===== src/sv/apss_pkg.sv =====
package apss_pkg;

  localparam int MAX_DIVISOR = 32;
  localparam int CLOCK_RATIO = 384;

  localparam int CFG_W   = 32;
  localparam int REQ_W   = 24;
  localparam int PRESC_W = 6;
  localparam int WORD_W  = 16;

  localparam logic [WORD_W-1:0] PRESCALE_ENABLE = WORD_W'(1) << 15;

  // widest base rate: full-scale master clock over the clock ratio
  localparam int BASE_W = $clog2(((64'd1 << CFG_W) - 64'd1) / CLOCK_RATIO + 64'd1);
  localparam int CMP_W  = (REQ_W > BASE_W) ? REQ_W : BASE_W;
  // divisor index and choice reach MAX_DIVISOR + 1
  localparam int CH_W   = $clog2(MAX_DIVISOR + 2);
  localparam int DEN_W  = ($clog2(CLOCK_RATIO + 1) > CH_W) ? $clog2(CLOCK_RATIO + 1) : CH_W;
  localparam int CNT_W  = $clog2(CFG_W + 1);

  typedef enum logic [2:0] {
    ST_IDLE,
    ST_BASE,
    ST_SCAN,
    ST_UP,
    ST_DOWN,
    ST_PICK,
    ST_DONE
  } apss_state_t;

  typedef struct packed {
    logic             start;
    logic [CFG_W-1:0] num;
    logic [DEN_W-1:0] den;
  } apss_div_req_t;

  typedef struct packed {
    logic             done;
    logic [CFG_W-1:0] quo;
  } apss_div_rsp_t;

  typedef struct packed {
    logic               valid;
    logic               accepted;
    logic [PRESC_W-1:0] presc;
    logic [WORD_W-1:0]  word;
  } apss_res_t;

endpackage


===== src/sv/apss_div.sv =====
module apss_div (
  input  logic                   clk,
  input  logic                   rst_n,
  input  apss_pkg::apss_div_req_t req_i,
  output apss_pkg::apss_div_rsp_t rsp_o
);
  import apss_pkg::*;

  logic [CNT_W-1:0] cnt_r;
  logic             done_r;
  logic [DEN_W-1:0] rem_r;
  logic [CFG_W-1:0] quo_r;
  logic [DEN_W-1:0] den_r;

  logic [DEN_W:0]   rem_sh;
  logic [DEN_W:0]   rem_diff;
  logic             ge;
  logic [DEN_W-1:0] rem_nxt;

  // one restoring step per cycle, MSB first
  always_comb begin
    rem_sh   = {rem_r, quo_r[CFG_W-1]};
    rem_diff = rem_sh - {1'b0, den_r};
    ge       = rem_sh >= {1'b0, den_r};
    rem_nxt  = ge ? rem_diff[DEN_W-1:0] : rem_sh[DEN_W-1:0];
  end

  always_ff @(posedge clk) begin
    if (!rst_n) begin
      cnt_r  <= '0;
      done_r <= 1'b0;
    end else begin
      done_r <= (cnt_r == CNT_W'(1));
      if (req_i.start) begin
        cnt_r <= CNT_W'(CFG_W);
      end else if (cnt_r != '0) begin
        cnt_r <= cnt_r - CNT_W'(1);
      end
    end
  end

  always_ff @(posedge clk) begin
    if (req_i.start) begin
      rem_r <= '0;
      quo_r <= req_i.num;
      den_r <= req_i.den;
    end else if (cnt_r != '0) begin
      rem_r <= rem_nxt;
      quo_r <= {quo_r[CFG_W-2:0], ge};
    end
  end

  assign rsp_o.done = done_r;
  assign rsp_o.quo  = quo_r;

  a_start_idle: assert property (@(posedge clk) disable iff (!rst_n)
    req_i.start |-> (cnt_r == '0) && !done_r)
    else $error("divider started while busy");

  a_done_pulse: assert property (@(posedge clk) disable iff (!rst_n)
    done_r |=> !done_r)
    else $error("divider done held");

  a_rem_bound: assert property (@(posedge clk) disable iff (!rst_n)
    (cnt_r != '0) && (den_r != '0) |-> rem_r < den_r)
    else $error("partial remainder not below divisor");

endmodule


===== src/sv/apss_ctrl.sv =====
module apss_ctrl (
  input  logic                            clk,
  input  logic                            rst_n,
  input  logic                            in_valid,
  input  logic [apss_pkg::REQ_W-1:0]      in_req,
  input  logic [apss_pkg::CFG_W-1:0]      cfg_clk,
  input  logic                            slot_free,
  output logic                            busy,
  output apss_pkg::apss_div_req_t         div_req,
  input  apss_pkg::apss_div_rsp_t         div_rsp,
  output apss_pkg::apss_res_t             res
);
  import apss_pkg::*;

  apss_state_t       state_r, state_nxt;
  logic [REQ_W-1:0]  req_r, req_nxt;
  logic [BASE_W-1:0] base_r, base_nxt;
  logic [CH_W-1:0]   i_r, i_nxt;
  logic [BASE_W-1:0] r_mid_r, r_mid_nxt;
  logic [BASE_W-1:0] r_up_r, r_up_nxt;
  logic [BASE_W-1:0] r_down_r, r_down_nxt;
  logic              start_r, start_nxt;
  logic              acc_r, acc_nxt;
  logic [CH_W-1:0]   presc_r, presc_nxt;

  logic [BASE_W-1:0] q;
  logic              reject;
  logic              below;
  logic [CMP_W-1:0]  e_mid, e_up, e_down;
  logic [CH_W-1:0]   choice;

  function automatic logic [CMP_W-1:0] abs_err(logic [BASE_W-1:0] r, logic [REQ_W-1:0] t);
    logic [CMP_W-1:0] a;
    logic [CMP_W-1:0] b;
    a = CMP_W'(r);
    b = CMP_W'(t);
    return (a > b) ? (a - b) : (b - a);
  endfunction

  always_comb begin
    q      = div_rsp.quo[BASE_W-1:0];
    reject = CMP_W'(req_r) > CMP_W'(q >> 1);
    below  = CMP_W'(q) < CMP_W'(req_r);
  end

  always_comb begin
    state_nxt = state_r;
    case (state_r)
      ST_IDLE: if (in_valid) state_nxt = ST_BASE;
      ST_BASE: if (div_rsp.done) state_nxt = reject ? ST_DONE : ST_SCAN;
      ST_SCAN: begin
        if (div_rsp.done && (below || i_r == CH_W'(MAX_DIVISOR - 1))) begin
          state_nxt = ST_UP;
        end
      end
      ST_UP:   if (div_rsp.done) state_nxt = ST_DOWN;
      ST_DOWN: if (div_rsp.done) state_nxt = ST_PICK;
      ST_PICK: state_nxt = ST_DONE;
      ST_DONE: if (slot_free) state_nxt = ST_IDLE;
      default: state_nxt = ST_IDLE;
    endcase
  end

  always_comb begin
    req_nxt    = req_r;
    base_nxt   = base_r;
    i_nxt      = i_r;
    r_mid_nxt  = r_mid_r;
    r_up_nxt   = r_up_r;
    r_down_nxt = r_down_r;
    acc_nxt    = acc_r;
    presc_nxt  = presc_r;

    e_mid  = abs_err(r_mid_r, req_r);
    e_up   = abs_err(r_up_r, req_r);
    e_down = abs_err(r_down_r, req_r);
    choice = i_r;
    if (e_up < e_mid) choice = i_r + CH_W'(1);
    if (e_down < e_mid) choice = i_r - CH_W'(1);

    case (state_r)
      ST_IDLE: req_nxt = in_req;
      ST_BASE: begin
        if (div_rsp.done) begin
          base_nxt  = q;
          i_nxt     = CH_W'(1);
          acc_nxt   = !reject;
          presc_nxt = '0;
        end
      end
      ST_SCAN: begin
        if (div_rsp.done) begin
          r_mid_nxt = q;
          if (!below) i_nxt = i_r + CH_W'(1);
        end
      end
      ST_UP:   if (div_rsp.done) r_up_nxt = q;
      ST_DOWN: begin
        if (div_rsp.done) r_down_nxt = (i_r == CH_W'(1)) ? '0 : q;
      end
      ST_PICK: presc_nxt = (choice == '0) ? '0 : choice - CH_W'(1);
      ST_DONE: ;
      default: ;
    endcase

    start_nxt = (state_nxt == ST_BASE || state_nxt == ST_SCAN ||
                 state_nxt == ST_UP || state_nxt == ST_DOWN) &&
                ((state_nxt != state_r) || div_rsp.done);

    busy = (state_r != ST_IDLE);

    div_req.start = start_r;
    div_req.num   = (state_r == ST_BASE) ? cfg_clk : CFG_W'(base_r);
    case (state_r)
      ST_BASE: div_req.den = DEN_W'(CLOCK_RATIO);
      ST_UP:   div_req.den = DEN_W'(i_r) + DEN_W'(1);
      ST_DOWN: div_req.den = DEN_W'(i_r) - DEN_W'(1);
      default: div_req.den = DEN_W'(i_r);
    endcase

    res.valid    = (state_r == ST_DONE);
    res.accepted = acc_r;
    res.presc    = PRESC_W'(presc_r);
    res.word     = acc_r ? (WORD_W'(presc_r) | PRESCALE_ENABLE) : '0;
  end

  always_ff @(posedge clk) begin
    if (!rst_n) begin
      state_r <= ST_IDLE;
      start_r <= 1'b0;
    end else begin
      state_r <= state_nxt;
      start_r <= start_nxt;
    end
  end

  always_ff @(posedge clk) begin
    req_r    <= req_nxt;
    base_r   <= base_nxt;
    i_r      <= i_nxt;
    r_mid_r  <= r_mid_nxt;
    r_up_r   <= r_up_nxt;
    r_down_r <= r_down_nxt;
    acc_r    <= acc_nxt;
    presc_r  <= presc_nxt;
  end

  a_scan_range: assert property (@(posedge clk) disable iff (!rst_n)
    state_r == ST_SCAN |-> (i_r >= CH_W'(1)) && (i_r < CH_W'(MAX_DIVISOR)))
    else $error("divisor index out of range during scan");

  a_result_range: assert property (@(posedge clk) disable iff (!rst_n)
    res.valid && acc_r |-> presc_r <= CH_W'(MAX_DIVISOR))
    else $error("prescale beyond largest divisor");

  a_handoff: assert property (@(posedge clk) disable iff (!rst_n)
    res.valid && slot_free |=> state_r == ST_IDLE && !start_r)
    else $error("sequencer did not return to idle after handoff");

endmodule


===== src/sv/audio_prescaler_select_unit.sv =====
// Audio prescaler select unit.
// Input channel (in_valid / in_stall / in_requested_rate): one requested
// sample rate per transfer. in_stall is high while a request is in work.
// Result channel (out_valid / out_stall / out_*): one result per request:
// accepted flag, prescale value and prescale register word (enable bit 15).
// Config channel (cfg_valid / cfg_ready / cfg_data): master clock in hertz;
// cfg_ready is always high, write only while no request is outstanding.
// Sequence: a single 32-step restoring divider does every division. Base
// rate: 1 division; a rejected request goes to the output after it.
// Accepted: base, up to MAX_DIVISOR-1 scan divisions, then two neighbour
// divisions. One request in work at a time; the next can be taken in the
// cycle after the result is registered.
// A finished result sits in the output register, so the next request is
// taken while it waits. A stalled result holds until out_stall drops.
// Reset: master clock register clears to zero, no result pending.
module audio_prescaler_select_unit (
  input  logic                            clk,
  input  logic                            rst_n,
  input  logic                            in_valid,
  output logic                            in_stall,
  input  logic [apss_pkg::REQ_W-1:0]      in_requested_rate,
  output logic                            out_valid,
  input  logic                            out_stall,
  output logic                            out_accepted,
  output logic [apss_pkg::PRESC_W-1:0]    out_prescale_value,
  output logic [apss_pkg::WORD_W-1:0]     out_prescale_register_word,
  input  logic                            cfg_valid,
  output logic                            cfg_ready,
  input  logic [apss_pkg::CFG_W-1:0]      cfg_data
);
  import apss_pkg::*;

  logic [CFG_W-1:0]   cfg_r;
  logic               out_valid_r, out_valid_nxt;
  logic               acc_r;
  logic [PRESC_W-1:0] presc_r;
  logic [WORD_W-1:0]  word_r;

  logic               slot_free;
  logic               load;
  logic               busy;
  apss_div_req_t      div_req;
  apss_div_rsp_t      div_rsp;
  apss_res_t          res;

  apss_div u_div (
    .clk   (clk),
    .rst_n (rst_n),
    .req_i (div_req),
    .rsp_o (div_rsp)
  );

  apss_ctrl u_ctrl (
    .clk       (clk),
    .rst_n     (rst_n),
    .in_valid  (in_valid),
    .in_req    (in_requested_rate),
    .cfg_clk   (cfg_r),
    .slot_free (slot_free),
    .busy      (busy),
    .div_req   (div_req),
    .div_rsp   (div_rsp),
    .res       (res)
  );

  always_comb begin
    slot_free     = !out_valid_r || !out_stall;
    load          = res.valid && slot_free;
    out_valid_nxt = load || (out_valid_r && out_stall);
  end

  always_ff @(posedge clk) begin
    if (!rst_n) begin
      cfg_r       <= '0;
      out_valid_r <= 1'b0;
    end else begin
      if (cfg_valid) cfg_r <= cfg_data;
      out_valid_r <= out_valid_nxt;
    end
  end

  always_ff @(posedge clk) begin
    if (load) begin
      acc_r   <= res.accepted;
      presc_r <= res.presc;
      word_r  <= res.word;
    end
  end

  assign in_stall                   = busy;
  assign cfg_ready                  = 1'b1;
  assign out_valid                  = out_valid_r;
  assign out_accepted               = acc_r;
  assign out_prescale_value         = presc_r;
  assign out_prescale_register_word = word_r;

endmodule


===== config.mk =====
export PLATFORM = sky130hd
export DESIGN_NAME = audio_prescaler_select_unit
export DESIGN_NICKNAME = d
export VERILOG_FILES = /design/src/sv/apss_pkg.sv /design/src/sv/apss_div.sv /design/src/sv/apss_ctrl.sv /design/src/sv/audio_prescaler_select_unit.sv
export SDC_FILE = /design/constraint.sdc
export NUM_CORES = 1
export LEC_CHECK = 0
export BUFFER_PORTS_ARGS = -buffer_cell sky130_fd_sc_hd__buf_4
export CAP_MARGIN = 10
export CORE_UTILIZATION = 55
export DETAILED_ROUTE_END_ITERATION = 12
export GPL_TIMING_DRIVEN = 0
export PLACE_DENSITY = 0.73
export RECOVER_POWER = 100
export SYNTH_ARGS = -nofsm -noshare
export SYNTH_HDL_FRONTEND = slang
export SYNTH_SLANG_ARGS = --single-unit

===== constraint.sdc =====
create_clock -name clk -period 7.8 [get_ports clk]
set_input_delay 0.39 -clock clk [delete_from_list [all_inputs] [get_ports clk]]
set_output_delay 0.39 -clock clk [all_outputs]
set_load 0.02 [all_outputs]

==> impl_metrics.py <==
metrics = {
    "pwr": {
        "p_comb_share_pct": 49.5,
        "intPower_uw": 3600,
        "p_leak_uw": 0.00936,
        "switchingPower_uw": 2610,
        "p_per_area_nw_per_um2": 292,
        "swShare_pct": 42.0,
        "clock_power_share_pct": 18.8,
        "seqPwrFrac_pct": 31.7,
        "ir_drop_v": 0.000305,
    },
    "placed_design": {
        "gp_congestion": 0.940,
        "dp_cells": 2593,
        "dpl.hpwl_um": 42700,
        "io_buffers": 75,
    },
    "clock_tree": {
        "cts_buffers": 24,
        "clkSinkCount": 239,
        "cts_tree": "yes",
        "postCtsHoldBufs": 0,
        "clk_pin_slew_ps": 70,
        "htree_levels": 1,
        "root_buffer": "clkbuf_16",
        "cts_buffer_depth": 3,
        "worstSkewPairLatency_ps": 530,
    },
    "worst_hold_path": {
        "hold_end": "u_ctrl.req_r[1]",
        "holdPathStages": 1,
        "hp-class": "input port to register",
        "min_from": "in_requested_rate[1]",
    },
    "synthesis": {
        "synth_edf_count": 186,
        "syn_area_per_cell_um2": 9.25,
        "synth_top_cell_by_area": "edfxtp_1",
        "async_reset_ff_share_pct": 0,
        "syn_inst": 2062,
        "synth_top_cell_area_share_pct": 29.3,
        "yosysSeqAreaShare_pct": 34.8,
        "syn-cell-area_um2": 19100,
        "yosys_warnings": 0,
        "ys_dominant_reg_cell": "edfxtp_1",
        "yosys-top-cells-area": "edfxtp_1 29%, ha_1 16%, dfxtp_1 5.6%, a21oi_1 4.9%, mux2i_1 4.6%",
        "ys_types": 81,
        "ys_ff_latch": 239,
    },
    "worst_setup_path": {
        "critPathMostFrequentCell": "nand2_1",
        "crit_slowest_cell": "edfxtp_1",
        "cp-start-kind": "register",
        "worstPathBufferInverterCount": 4,
        "slowest_delay_ps": 510,
        "crit_path_max_fanout": 10,
        "r2r-start": "u_ctrl.req_r[20]",
        "worst_ep_arrival_time_ps": 7870,
        "r2r_setup_slack_ps": 260,
        "cp.required_ps": 8130,
        "r2r_cells": 30,
        "end_kind": "register",
        "critical_path_class": "register to register",
        "r2r_end": "u_ctrl.presc_r[4]",
        "path_delay_family": "compound AO/OA/AOI/OAI gates",
    },
    "floorplan": {
        "core_um2": 33900,
        "start_util_pct": 56.3,
        "num_rows": 67,
        "dieWidth_um": 188,
        "die_y_um": 188,
        "io_pins": 87,
        "die_area_um2": 35400,
    },
    "route": {
        "drtIter0Drc": 1311,
        "firstDrtPassIters": 6,
        "viasPerCell": 5.98,
        "avgRoutedWirePerCell_um": 20.2,
        "wl_um": 53500,
        "vias": 15800,
        "drc": 0,
        "final_antenna_net_count": 0,
    },
    "sta": {
        "fin_crit_sh_pct": 96.7,
        "finalSetupViolCount": 0,
        "timing.fmax_mhz": 133,
        "fin_crit_ps": 7540,
        "relSlewSlack_pct": -64.7,
        "hold_violations": 0,
        "skew_ps": 19.7,
        "slew_violations": 60,
        "hold_ws_ps": 52.1,
        "worst_slew_pin_slew_ps": 2460,
    },
    "cells_and_area": {
        "final_cell_count_no_fill": 2649,
        "num-fill-cells": 2899,
        "fin_nets": 2498,
        "drive_gt1_share_pct": 9.40,
        "n_antenna_cell": 0,
        "area_growth_pct": 11.5,
    },
    "global_route": {
        "grt_max_degree": 34,
        "grt_pass1_wl_um": 83200,
        "grt_usage_pct": 29.7,
        "antenna_found_initial": 0,
        "grt_overflow": 0,
        "grt_pass1_vias": 15700,
    },
    "run": {
        "maxCapViolations": 2,
    },
    "status": {
        "violations": "max-capacitance violations, max-slew violations",
        "outcome": "finished with violations",
    },
}
[registers in the layout (all words and copies together), names as in the netlist, 6 cells and up]
signal and flops:
u_ctrl.r_down_r 24, u_ctrl.r_mid_r 24, out_prescale_register_word 7, u_div.quo_r 32, u_ctrl.r_up_r 24, u_div.den_r 8
u_div.cnt_r 6, out_prescale_value 6, u_ctrl.presc_r 6, u_div.rem_r 9, u_ctrl.base_r 24, u_ctrl.i_r 6
u_ctrl.req_r 24, cfg_r 32
[cell usage after synthesis, types with 8 or more instances]
master	number
edfxtp_1	186
mux2_2	8
nand2_1	126
nand3_1	46
o21ai_0	100
xnor2_1	54
clkbuf_1	62
o21bai_1	18
o21a_1	23
nor2_1	125
ha_1	247
mux2i_1	87
a31oi_1	16
buf_1	12
a21oi_1	186
nand2b_1	26
a21boi_0	8
or3_1	12
and2_1	42
nand4_1	35
o31ai_1	13
nor2b_1	59
o21ai_1	12
xor2_1	28
buf_2	12
buf_4	13
inv_1	177
a21o_1	86
o211ai_1	17
a211oi_1	19
nor3_1	30
dfxtp_1	53
[stage by stage]
stage	worst slack [ps]	power, uW	TNS (ps)	cell area [um^2]	util [%]
floorplan	1080	4050	0	19100	-
global placement	-812	4830	-4580	20200	59.7
detailed placement	-748	4920	-4130	20200	59.8
CTS	2.86	6140	0	21100	62.4
global route	-86.2	6630	-86.2	21300	62.8
finish	258	6210	0	21300	62.8
[worst reg2reg max path, delay by kind of cell, from the launching register on]
family          cells  cell delay, ps
mux                 1             460
simple gates        6            1120
buf+inv             4             630
flops               1             510
xor+xnor            2             470
fa+ha+maj           3             960
compound gates     14            3210
[metal layers]
| layer | track usage (%) | share of wire, % |
|---|---|---|
| met5 | 0 | 0 |
| met4 | 9.72 | 2.9 |
| met3 | 2.10 | 5.1 |
| met2 | 51.2 | 48 |
| met1 | 39.4 | 44 |
[kinds of logic (layout without fill, tap and decap cells)]
| family | Yosys count | after routing | synth area share [%] |
|---|---|---|---|
| other | 2 | 10 | 0.0394 |
| DFF | 239 | 239 | 34.8 |
| xor gates and xnor gates | 82 | 82 | 3.76 |
| muxes | 96 | 96 | 5.10 |
| buffers and inverters | 278 | 409 | 5.84 |
| AOI/OAI and AO/OA | 568 | 568 | 19.2 |
| adders and majority gates | 254 | 254 | 16.9 |
| and+or+nand+nor | 543 | 543 | 14.3 |
[cell type report]
class / count / area [um^2] / area share, %
timing repair buffer: 100 / 668 / 3.14
clock inverter: 15 / 155 / 0.729
sequential: 239 / 6650 / 31.2
buffer: 87 / 412 / 1.93
clock buffer: 29 / 649 / 3.05
inverter: 178 / 668 / 3.14
tap: 448 / 561 / 2.63
multi-input combinational: 1553 / 11500 / 54.1
[timing repair]
item | 4_1_cts | 5_1_grt
hold endpoints to repair | 0 | 0
gates resized for setup | 18 | 30
setup endpoints to repair | 6 | 6
pin swaps | 2 | 11
buffers inserted | 5 | 17
gates cloned | 0 | 0
[power groups by stage]
stage / Clock [uW] / Combinational [uW] / Sequential, uW
after global routing: 1230 / 3410 / 2000
after CTS: 1190 / 2990 / 1960
after detailed placement: 0 / 2930 / 1990
final: 1170 / 3070 / 1970
after floorplan: 0 / 2200 / 1850
after global placement: 0 / 2850 / 1980
[cells in the final DEF, fill, tap and decap left out, types with 68 or more instances in the layout]
cell,count
inv_1,177
clkbuf_1,75
o21ai_0,100
ha_1,240
nor2_1,124
buf_4,68
edfxtp_1,186
a21oi_1,184
mux2i_1,86
a21o_1,86
nand2_1,126
[worst max-delay path by stage]
| stage | slack [ps] | to | startpoint | cells after the start |
|---|---|---|---|---|
| finish | 260 | u_ctrl.presc_r[4] | u_ctrl.req_r[20] | 30 |
| global route | -90 | u_ctrl.presc_r[4] | u_ctrl.req_r[0] | 30 |
| CTS | 3 | u_ctrl.presc_r[4] | u_ctrl.req_r[13] | 29 |
| detailed placement | -750 | u_ctrl.presc_r[2] | u_ctrl.req_r[1] | 28 |
| global placement | -810 | u_ctrl.presc_r[4] | u_ctrl.req_r[13] | 30 |
| floorplan | 1080 | u_ctrl.presc_r[2] | u_ctrl.req_r[0] | 30 |
Note: power is estimated with default switching activity, not from simulation.
